$ cat src/hw/rtl/rcts_pkg.sv
`timescale 1ns / 1ps
// ----------------------------------------------------------------------------
// rcts_pkg: shared types and constants of the RC triggered step sequencer
// Holds the transaction payload types, the configuration record, the register
// index codes, reset values and the trim helper function.
// ----------------------------------------------------------------------------
package rcts_pkg;

    // Configuration port geometry.
    localparam int CFG_INDEX_W = 3;
    localparam int CFG_DATA_W  = 16;

    // Sequence phase counter width: holds the sum of three 16-bit tick counts.
    localparam int PHASE_W = 18;

    // Default module parameters.
    localparam int STOP_ON_SAMPLES_DEF  = 50;
    localparam int STOP_OFF_SAMPLES_DEF = 200;
    localparam int COUNT_WIDTH_DEF      = 16;

    // Reset value of the OFF sample counter.
    localparam int OFF_SAMPLES_RST = 1000;

    // Trim capture constants.
    localparam logic signed [12:0] TRIM_CENTER_US = 13'sd1500;
    localparam logic signed [12:0] TRIM_LIMIT     = 13'sd125;

    // Configuration register reset values.
    localparam logic [11:0]        THRESHOLD_RST     = 12'd1300;
    localparam logic signed [7:0]  MIN_LEVEL_RST     = 8'sd30;
    localparam logic signed [7:0]  MAX_LEVEL_RST     = -8'sd30;
    localparam logic [15:0]        MIN_TICKS_RST     = 16'd150;
    localparam logic [15:0]        MAX_TICKS_RST     = 16'd150;
    localparam logic [15:0]        NEUTRAL_TICKS_RST = 16'd1000;
    localparam logic [7:0]         REPETITIONS_RST   = 8'd2;
    localparam logic [15:0]        START_OFF_RST     = 16'd500;

    // Direct-mode flags after reset: bit 0 elevator, bit 1 rudder, bit 2 throttle.
    localparam logic [2:0] DIRECT_FLAGS_RST  = 3'b110;
    localparam logic [2:0] DIRECT_FLAGS_ALL  = 3'b111;
    localparam logic [2:0] DIRECT_FLAGS_NONE = 3'b000;

    // Configuration register indexes.
    typedef enum logic [CFG_INDEX_W-1:0] {
        CFG_SWITCH_THRESHOLD = 3'd0,
        CFG_MIN_LEVEL        = 3'd1,
        CFG_MAX_LEVEL        = 3'd2,
        CFG_MIN_TICKS        = 3'd3,
        CFG_MAX_TICKS        = 3'd4,
        CFG_NEUTRAL_TICKS    = 3'd5,
        CFG_REPETITIONS      = 3'd6,
        CFG_START_OFF        = 3'd7
    } cfg_index_t;

    // Configuration register file contents.
    typedef struct packed {
        logic [11:0]       switch_threshold_us;
        logic signed [7:0] min_level;
        logic signed [7:0] max_level;
        logic [15:0]       min_ticks;
        logic [15:0]       max_ticks;
        logic [15:0]       neutral_ticks;
        logic [7:0]        repetitions;
        logic [15:0]       start_off_samples;
    } cfg_t;

    // Input transaction payload: one control tick.
    typedef struct packed {
        logic [11:0] log_switch_us;
        logic [11:0] sequence_switch_us;
        logic [11:0] tracking_switch_us;
        logic [10:0] pitch_us;
        logic [10:0] roll_us;
        logic        logging_active;
    } tick_item_t;

    // Output transaction payload: one result per tick.
    typedef struct packed {
        logic              start_request;
        logic              stop_request;
        logic              tracking_on;
        logic signed [7:0] step_command;
        logic signed [7:0] pitch_trim;
        logic signed [7:0] roll_trim;
        logic              elevator_follows_stick;
        logic              rudder_follows_stick;
        logic              throttle_follows_stick;
    } result_item_t;

    // Stick offset in percent: (width - 1500) / 4 truncated toward zero,
    // saturated to +/-125.
    function automatic logic signed [7:0] trim_of(input logic [10:0] width_us);
        logic signed [12:0] diff;
        logic signed [12:0] quot;
        logic signed [12:0] sat;
        diff = $signed({2'b00, width_us}) - TRIM_CENTER_US;
        // Bias negative values so the arithmetic shift rounds toward zero.
        quot = (diff + (diff[12] ? 13'sd3 : 13'sd0)) >>> 2;
        if (quot > TRIM_LIMIT)
            sat = TRIM_LIMIT;
        else if (quot < -TRIM_LIMIT)
            sat = -TRIM_LIMIT;
        else
            sat = quot;
        return sat[7:0];
    endfunction

endpackage

$ cat src/hw/rtl/rcts_stream_if.sv
`timescale 1ns / 1ps
// ----------------------------------------------------------------------------
// rcts_stream_if: valid/ready channel
// Carries one payload per transaction; a transaction completes at a rising
// clock edge with valid and ready both high.
// ----------------------------------------------------------------------------
interface rcts_stream_if #(
    parameter type item_t = logic
);
    logic  valid;
    logic  ready;
    item_t data;

    modport source (
        output valid,
        output data,
        input  ready
    );

    modport sink (
        input  valid,
        input  data,
        output ready
    );
endinterface

$ cat src/hw/rtl/rc_triggered_step_sequencer_unit.sv
`timescale 1ns / 1ps
// ----------------------------------------------------------------------------
// rc_triggered_step_sequencer_unit: RC triggered elevator step sequencer
// Debounces the log switch into start/stop requests and plays a configurable
// min/max/neutral elevator pattern with captured stick trims.
// ----------------------------------------------------------------------------
// The block takes one tick transaction per clock cycle while the result side
// is ready and returns exactly one result transaction per tick, in order. A
// tick is held in an input register, processed combinationally by the state
// logic, and its result is held in an output register, so a result is offered
// once its tick has moved from the input register into the output register.
// The sustained rate is one tick per cycle while the result side is ready.
// Stalls on the result side back up through the output and input registers.
// Write the configuration registers only while no tick is in flight.
// ----------------------------------------------------------------------------
module rc_triggered_step_sequencer_unit #(
    parameter int STOP_ON_SAMPLES  = rcts_pkg::STOP_ON_SAMPLES_DEF,
    parameter int STOP_OFF_SAMPLES = rcts_pkg::STOP_OFF_SAMPLES_DEF,
    parameter int COUNT_WIDTH      = rcts_pkg::COUNT_WIDTH_DEF
) (
    input  logic                              clk,
    input  logic                              rst_n,
    rcts_stream_if.sink                       tick,
    rcts_stream_if.source                     result,
    input  logic                              cfg_we,
    input  logic [rcts_pkg::CFG_INDEX_W-1:0]  cfg_index,
    input  logic [rcts_pkg::CFG_DATA_W-1:0]   cfg_wdata
);
    import rcts_pkg::*;

    cfg_t         cfg_reg;
    logic         in_valid_reg,  in_valid_next;
    tick_item_t   in_data_reg;
    logic         out_valid_reg, out_valid_next;
    result_item_t out_data_reg;
    result_item_t core_result;
    logic         tick_fire;
    logic         advance;

    // Pipeline handshake: the tick moves on when the output register frees up.
    assign advance     = in_valid_reg && (!out_valid_reg || result.ready);
    assign tick.ready  = !in_valid_reg || advance;
    assign tick_fire   = tick.valid && tick.ready;

    assign in_valid_next  = tick_fire || (in_valid_reg && !advance);
    assign out_valid_next = advance || (out_valid_reg && !result.ready);

    assign result.valid = out_valid_reg;
    assign result.data  = out_data_reg;

    // Configuration registers.
    always_ff @(posedge clk or negedge rst_n)
    begin
        if (!rst_n)
        begin
            cfg_reg.switch_threshold_us <= THRESHOLD_RST;
            cfg_reg.min_level           <= MIN_LEVEL_RST;
            cfg_reg.max_level           <= MAX_LEVEL_RST;
            cfg_reg.min_ticks           <= MIN_TICKS_RST;
            cfg_reg.max_ticks           <= MAX_TICKS_RST;
            cfg_reg.neutral_ticks       <= NEUTRAL_TICKS_RST;
            cfg_reg.repetitions         <= REPETITIONS_RST;
            cfg_reg.start_off_samples   <= START_OFF_RST;
        end
        else if (cfg_we)
        begin
            case (cfg_index)
                CFG_SWITCH_THRESHOLD: cfg_reg.switch_threshold_us <= cfg_wdata[11:0];
                CFG_MIN_LEVEL:        cfg_reg.min_level           <= $signed(cfg_wdata[7:0]);
                CFG_MAX_LEVEL:        cfg_reg.max_level           <= $signed(cfg_wdata[7:0]);
                CFG_MIN_TICKS:        cfg_reg.min_ticks           <= cfg_wdata[15:0];
                CFG_MAX_TICKS:        cfg_reg.max_ticks           <= cfg_wdata[15:0];
                CFG_NEUTRAL_TICKS:    cfg_reg.neutral_ticks       <= cfg_wdata[15:0];
                CFG_REPETITIONS:      cfg_reg.repetitions         <= cfg_wdata[7:0];
                CFG_START_OFF:        cfg_reg.start_off_samples   <= cfg_wdata[15:0];
                default:              cfg_reg                     <= cfg_reg;
            endcase
        end
    end

    // Valid bits of the input and output registers.
    always_ff @(posedge clk or negedge rst_n)
    begin
        if (!rst_n)
        begin
            in_valid_reg  <= 1'b0;
            out_valid_reg <= 1'b0;
        end
        else
        begin
            in_valid_reg  <= in_valid_next;
            out_valid_reg <= out_valid_next;
        end
    end

    // Payload registers.
    always_ff @(posedge clk)
    begin
        if (tick_fire)
            in_data_reg <= tick.data;
        if (advance)
            out_data_reg <= core_result;
    end

    // Sequencer state and result logic.
    rcts_core #(
        .STOP_ON_SAMPLES  (STOP_ON_SAMPLES),
        .STOP_OFF_SAMPLES (STOP_OFF_SAMPLES),
        .COUNT_WIDTH      (COUNT_WIDTH)
    ) u_core (
        .clk     (clk),
        .rst_n   (rst_n),
        .advance (advance),
        .cfg     (cfg_reg),
        .item    (in_data_reg),
        .result  (core_result)
    );

endmodule

$ cat src/hw/rtl/rcts_core.sv
`timescale 1ns / 1ps
// ----------------------------------------------------------------------------
// rcts_core: switch debounce and step sequence state
// Holds the sample counters, sequence position, level, trims and direct-mode
// flags, and computes one result combinationally from one registered tick.
// ----------------------------------------------------------------------------
module rcts_core #(
    parameter int STOP_ON_SAMPLES  = rcts_pkg::STOP_ON_SAMPLES_DEF,
    parameter int STOP_OFF_SAMPLES = rcts_pkg::STOP_OFF_SAMPLES_DEF,
    parameter int COUNT_WIDTH      = rcts_pkg::COUNT_WIDTH_DEF
) (
    input  logic                   clk,
    input  logic                   rst_n,
    input  logic                   advance,
    input  rcts_pkg::cfg_t         cfg,
    input  rcts_pkg::tick_item_t   item,
    output rcts_pkg::result_item_t result
);
    import rcts_pkg::*;

    localparam logic [COUNT_WIDTH-1:0] COUNT_MAX = '1;

    // State registers.
    logic [COUNT_WIDTH-1:0] on_samples_reg,  on_samples_next;
    logic [COUNT_WIDTH-1:0] off_samples_reg, off_samples_next;
    logic [PHASE_W-1:0]     phase_tick_reg,  phase_tick_next;
    logic [7:0]             repeat_index_reg, repeat_index_next;
    logic signed [7:0]      level_reg,      level_next;
    logic signed [7:0]      pitch_trim_reg, pitch_trim_next;
    logic signed [7:0]      roll_trim_reg,  roll_trim_next;
    logic [2:0]             direct_flags_reg, direct_flags_next;

    logic               log_on;
    logic               seq_on;
    logic               start_req;
    logic               stop_req;
    logic [PHASE_W-1:0] end_min;
    logic [PHASE_W-1:0] end_max;
    logic [PHASE_W-1:0] end_neu;

    // Switch decoding against the common threshold.
    assign log_on = item.log_switch_us > cfg.switch_threshold_us;
    assign seq_on = item.sequence_switch_us > cfg.switch_threshold_us;

    // Phase boundaries of one repetition.
    assign end_min = PHASE_W'(cfg.min_ticks);
    assign end_max = end_min + PHASE_W'(cfg.max_ticks);
    assign end_neu = end_max + PHASE_W'(cfg.neutral_ticks);

    // Next-state logic for one tick.
    always_comb
    begin
        on_samples_next   = on_samples_reg;
        off_samples_next  = off_samples_reg;
        phase_tick_next   = phase_tick_reg;
        repeat_index_next = repeat_index_reg;
        level_next        = level_reg;
        pitch_trim_next   = pitch_trim_reg;
        roll_trim_next    = roll_trim_reg;
        direct_flags_next = direct_flags_reg;
        start_req         = 1'b0;
        stop_req          = 1'b0;

        // Saturating sample counters of the log switch.
        if (log_on)
        begin
            if (on_samples_next != COUNT_MAX)
                on_samples_next = on_samples_next + COUNT_WIDTH'(1);
        end
        else
        begin
            if (off_samples_next != COUNT_MAX)
                off_samples_next = off_samples_next + COUNT_WIDTH'(1);
        end

        // Start and stop requests; start has priority.
        if (log_on && (32'(off_samples_next) > 32'(cfg.start_off_samples)))
        begin
            start_req         = 1'b1;
            on_samples_next   = '0;
            off_samples_next  = '0;
            phase_tick_next   = '0;
            repeat_index_next = '0;
        end
        else if (!log_on && (32'(on_samples_next) > 32'(STOP_ON_SAMPLES))
                 && (32'(off_samples_next) > 32'(STOP_OFF_SAMPLES)))
        begin
            stop_req        = 1'b1;
            on_samples_next = '0;
            level_next      = '0;
        end
        else if (log_on && (32'(on_samples_next) > 32'(STOP_ON_SAMPLES)))
        begin
            off_samples_next = '0;
        end

        // Step sequence; runs only while logging and not on a stop tick.
        if (item.logging_active && !stop_req)
        begin
            if (seq_on)
            begin
                if ((phase_tick_next == '0) && (repeat_index_next == '0))
                begin
                    pitch_trim_next = trim_of(item.pitch_us);
                    roll_trim_next  = trim_of(item.roll_us);
                end
                direct_flags_next = DIRECT_FLAGS_NONE;
                if (repeat_index_next < cfg.repetitions)
                begin
                    if (phase_tick_next < end_min)
                    begin
                        phase_tick_next = phase_tick_next + PHASE_W'(1);
                        level_next      = cfg.min_level;
                    end
                    else if (phase_tick_next < end_max)
                    begin
                        phase_tick_next = phase_tick_next + PHASE_W'(1);
                        level_next      = cfg.max_level;
                    end
                    else if (phase_tick_next < end_neu)
                    begin
                        phase_tick_next = phase_tick_next + PHASE_W'(1);
                        level_next      = '0;
                    end
                    else
                    begin
                        // End of a repetition: level is left as it was.
                        repeat_index_next = repeat_index_next + 8'd1;
                        if (repeat_index_next < cfg.repetitions)
                            phase_tick_next = '0;
                    end
                end
                else
                begin
                    level_next = '0;
                end
            end
            else
            begin
                // Disarmed: level, pitch trim and position cleared, all direct flags set; roll trim is kept.
                level_next        = '0;
                pitch_trim_next   = '0;
                phase_tick_next   = '0;
                repeat_index_next = '0;
                direct_flags_next = DIRECT_FLAGS_ALL;
            end
        end
    end

    // State update, one step per accepted tick.
    always_ff @(posedge clk or negedge rst_n)
    begin
        if (!rst_n)
        begin
            on_samples_reg   <= '0;
            off_samples_reg  <= COUNT_WIDTH'(OFF_SAMPLES_RST);
            phase_tick_reg   <= '0;
            repeat_index_reg <= '0;
            level_reg        <= '0;
            pitch_trim_reg   <= '0;
            roll_trim_reg    <= '0;
            direct_flags_reg <= DIRECT_FLAGS_RST;
        end
        else if (advance)
        begin
            on_samples_reg   <= on_samples_next;
            off_samples_reg  <= off_samples_next;
            phase_tick_reg   <= phase_tick_next;
            repeat_index_reg <= repeat_index_next;
            level_reg        <= level_next;
            pitch_trim_reg   <= pitch_trim_next;
            roll_trim_reg    <= roll_trim_next;
            direct_flags_reg <= direct_flags_next;
        end
    end

    // Result of this tick.
    always_comb
    begin
        result.start_request          = start_req;
        result.stop_request           = stop_req;
        result.tracking_on            = item.tracking_switch_us > cfg.switch_threshold_us;
        result.step_command           = level_next;
        result.pitch_trim             = pitch_trim_next;
        result.roll_trim              = roll_trim_next;
        result.elevator_follows_stick = direct_flags_next[0];
        result.rudder_follows_stick   = direct_flags_next[1];
        result.throttle_follows_stick = direct_flags_next[2];
    end

endmodule
$ cat src/flat_wrapper.sv
// flat-port wrapper written by rule: the top's interface ports become plain ports
module rc_triggered_step_sequencer_unit_flat import rcts_pkg::*;
#(
    parameter int STOP_ON_SAMPLES  = rcts_pkg::STOP_ON_SAMPLES_DEF,
    parameter int STOP_OFF_SAMPLES = rcts_pkg::STOP_OFF_SAMPLES_DEF,
    parameter int COUNT_WIDTH      = rcts_pkg::COUNT_WIDTH_DEF
)
  (clk, rst_n, cfg_we, cfg_index, cfg_wdata, tick_valid, tick_data, tick_ready, result_valid, result_data, result_ready);
  rcts_stream_if tick_i ();
  rcts_stream_if result_i ();
  input  logic clk;
  input  logic rst_n;
  input  logic cfg_we;
  input  logic [rcts_pkg::CFG_INDEX_W-1:0] cfg_index;
  input  logic [rcts_pkg::CFG_DATA_W-1:0] cfg_wdata;
  input wire logic [$bits(tick_i.valid)-1:0] tick_valid;
  input wire logic [$bits(tick_i.data)-1:0] tick_data;
  output wire logic [$bits(tick_i.ready)-1:0] tick_ready;
  output wire logic [$bits(result_i.valid)-1:0] result_valid;
  output wire logic [$bits(result_i.data)-1:0] result_data;
  input wire logic [$bits(result_i.ready)-1:0] result_ready;
  assign tick_i.valid = tick_valid;
  assign tick_i.data = tick_data;
  assign tick_ready = tick_i.ready;
  assign result_valid = result_i.valid;
  assign result_data = result_i.data;
  assign result_i.ready = result_ready;
  rc_triggered_step_sequencer_unit #(.STOP_ON_SAMPLES(STOP_ON_SAMPLES), .STOP_OFF_SAMPLES(STOP_OFF_SAMPLES), .COUNT_WIDTH(COUNT_WIDTH)) u_core (.clk(clk), .rst_n(rst_n), .tick(tick_i), .result(result_i), .cfg_we(cfg_we), .cfg_index(cfg_index), .cfg_wdata(cfg_wdata));
endmodule
$ cat config.mk
export PLATFORM = sky130hd
export DESIGN_NAME = rc_triggered_step_sequencer_unit_flat
export DESIGN_NICKNAME = d
export VERILOG_FILES = /design/src/hw/rtl/rcts_pkg.sv /design/src/hw/rtl/rcts_stream_if.sv /design/src/hw/rtl/rc_triggered_step_sequencer_unit.sv /design/src/hw/rtl/rcts_core.sv /design/src/flat_wrapper.sv
export SDC_FILE = /design/constraint.sdc
export NUM_CORES = 1
export LEC_CHECK = 0
export ABC_AREA = 1
export BUFFER_PORTS_ARGS = -buffer_cell sky130_fd_sc_hd__buf_2
export CAP_MARGIN = 30
export CORE_UTILIZATION = 60
export CTS_CLUSTER_DIAMETER = 150
export DETAILED_ROUTE_END_ITERATION = 10
export PLACE_DENSITY = 0.87
export SLEW_MARGIN = 20
export SYNTH_ARGS = -nofsm -noshare
export SYNTH_HDL_FRONTEND = slang
export SYNTH_SLANG_ARGS = --single-unit
export TNS_END_PERCENT = 20
$ cat constraint.sdc
create_clock -name clk -period 3.05 [get_ports clk]
set_clock_uncertainty 0.05 [all_clocks]
set_input_delay 0.305 -clock clk [delete_from_list [all_inputs] [get_ports clk]]
set_output_delay 0.305 -clock clk [all_outputs]
set_load 0.02 [all_outputs]
==> impl_metrics.json <==
{
  "status": "complete, no violations",
  "pwr_density_cell_nw_per_um2": 614.5,
  "root_buffer": "clkbuf_4",
  "dr.pass1.iters": 4,
  "grt-ovfl-total": 0,
  "htree_levels": 2,
  "die_area_um2": 3675,
  "final_antenna_net_count": 0,
  "antenna-diode-count": 0,
  "cts_setup_buffers": 0,
  "initial_core_util_pct": 65.40,
  "rsz0062_at_grt": "no",
  "ir_worst_vdd_mv": 0.3889,
  "p_leak_nw": 1.120,
  "slew_headroom_pct": 48.57,
  "setup_violations": 0,
  "critPathLaunchType": "flop",
  "synthTopCellsByArea": "dfrtp_1, nand2_1, dfstp_2",
  "fin_cells": 317,
  "grt_pass1_wl_um": 6527,
  "gp_congestion": 0.8581,
  "io_pins": 28,
  "yosysTopAreaCellShare_pct": 33.98,
  "fp-row-count": 20,
  "cp.arrival_ns": 2.77,
  "finalSetupTns_ns": 0,
  "setup.worst_path.end_class": "flop",
  "worst-path-max-fanout": 19,
  "drtIter0Drc": 81,
  "clock-sinks": 37,
  "clock_path_buffers": 2,
  "critical_path_required_ns": 3.24,
  "grt_pass1_vias": 1493,
  "synth_top_area_cell": "dfrtp_1",
  "placed_area_um2": 2110,
  "area_growth_pct": 5.522,
  "antenna_found_initial": 0,
  "fin_nets": 298,
  "clkSlewWorstSetupHoldPaths_ns": 0.12,
  "hold_viol": 0,
  "drc": 0,
  "synth_cell_types": 30,
  "track_usage_pct": 25.03,
  "dieWidth_um": 60.62,
  "die_y_um": 60.62,
  "numCtsBuffers": 5,
  "syn_area_per_cell_um2": 7.870,
  "hpwlAfterDp_um": 2749,
  "period_share_pct": 84.55,
  "min_path_type": "in -> reg",
  "yosysSeqAreaShare_pct": 45.81,
  "ys_seq_elements": 37,
  "core_area_um2": 3153,
  "via_per_inst": 5.104,
  "drive_above_1_share_pct": 23.44,
  "synthesis.nets": 288,
  "drv_slew": 0,
  "ff2ff_setup_slack_ns": 0.47,
  "yosysWarnings": 0,
  "design_area_um2": 2176,
  "syn-cell-area_um2": 2062,
  "port_buffers": 7,
  "grt_max_degree": 36,
  "path_class": "reg -> reg",
  "avgRoutedWirePerCell_um": 12.03,
  "drt_wl_total_um": 3814,
  "min_period_ns": 2.579,
  "synthesis.instances": 262,
  "clk_latency_ns": 0.35,
  "cap_viol_max_count": 0,
  "num_vias": 1618,
  "max_freq_mhz": 387.8,
  "cts_tree": "yes",
  "worst_pin_slew_ns": 0.7714,
  "dp.cells": 308
}
## synthesized netlist by cell type, drive strengths merged
master	count
a211o	1
a31oi	4
buf	2
clkbuf	3
clkinv	1
dfrtp	28
dfstp	7
edfxtp	2
ha	1
inv	36
nand2	95
nand3	17
nand4	7
nor2	28
nor3	2
nor4	2
o211ai	1
o21ai	19
o21bai	4
xor2	2
## cell usage in the layout, fill, tap and decap left out
cell,Yosys,routed
nand2_1,79,79
dfrtp_1,28,28
inv_1,24,24
nor2_1,19,19
o21ai_0,17,17
nand2_2,15,15
inv_2,12,12
nand3_1,12,12
nor2_2,7,7
buf_2,0,7
dfstp_2,7,7
nand4_1,6,6
nand3_2,5,5
clkbuf_4,0,5
o21bai_1,4,4
a31oi_1,4,4
nor3_1,2,2
o21ai_1,2,2
xor2_1,2,2
nor4_1,2,2
clkinvlp_4,0,2
edfxtp_1,2,2
nand2_4,1,1
nor2_8,1,1
o211ai_1,1,1
clkinv_1,1,1
nor2_4,1,1
a211o_1,1,1
nand4_4,1,1
ha_1,1,1
clkbuf_1,3,1
dlygate4sd3_1,0,1
## report_power, final
| part | switching [W] | total (W) | internal [W] |
|---|---|---|---|
| Clock | 0.000173 | 0.000263 | 0.0000900 |
| Sequential | 0.0000955 | 0.000686 | 0.000591 |
| Combinational | 0.000258 | 0.000388 | 0.000131 |
## per-layer routing
| layer | up-vias | routed length, µm | track usage, % |
|---|---|---|---|
| met5 | - | 0 | 0 |
| met4 | 0 | 36 | 8.766 |
| met3 | 4 | 139 | 7.036 |
| met2 | 23 | 1846 | 41.76 |
| met1 | 743 | 1792 | 31.42 |
| li1 | 848 | - | - |
## timing repair
item	in CTS	in global routing
endpoints found under the hold margin	28	0
resized for setup	0	0
hold buffers	1	0
## cell type report
type	count	area, µm²
timing repair buffer	8	45.04
clock buffer	6	41.29
sequential	37	944.7
inverter	37	138.9
multi-input combinational	183	935.9
tap	44	55.05
fill	270	977.2
clock inverter	2	15.01
## through the flow
step                      hold WS, ns  utilization, %  power [W]  setup slack, ns
final                         0.07384           69.01   0.001337           0.4712
after global routing          0.04159           69.01   0.001440           0.2762
after CTS                     0.05867           69.01   0.001343           0.4731
after detailed placement       0.3703           66.90   0.001079           0.5033
after global placement         0.3606           66.90   0.001058           0.5188
after floorplan              -0.04059               -  0.0009807            1.003
## cell families (layout without fill, tap and decap cells)
family	after synthesis	after routing	share of synthesized area, %
AOI/OAI and AO/OA	29	29	8.070
DFF	37	37	45.81
xor gates and xnor gates	2	2	0.8497
adders and majority gates	1	1	0.6067
buffers and inverters	42	53	8.798
and+or+nand+nor	151	151	35.86
## critical path, stage by stage, from the launching register on
cell and delay (ns):
dfrtp_1 0.47, ha_1 0.34, inv_2 0.07, nor2_2 0.18
nand2_4 0.11, nor2_8 0.14, inv_2 0.16, o21ai_1 0.17
o21ai_0 0.17, nand3_2 0.14, nand4_4 0.28, nand2_1 0.14
inv_1 0.05
## path summary, 6_finish.rpt
check,startpoint,cells past startpoint,endpoint
setup / recovery,u_core.u_core.off_samples_reg[0],12,u_core.u_core.on_samples_reg[4]
hold / removal,tick_data,1,u_core.in_data_reg[0]
setup reg to reg,u_core.u_core.off_samples_reg[0],12,u_core.u_core.on_samples_reg[4]
hold reg to reg,u_core.u_core.on_samples_reg[5],2,u_core.u_core.on_samples_reg[5]
max in group asynchronous,rst_n,2,u_core.u_core.on_samples_reg[0]
min in group asynchronous,rst_n,2,u_core.u_core.off_samples_reg[2]
No activity file was read; power rests on OpenSTA's default activity.
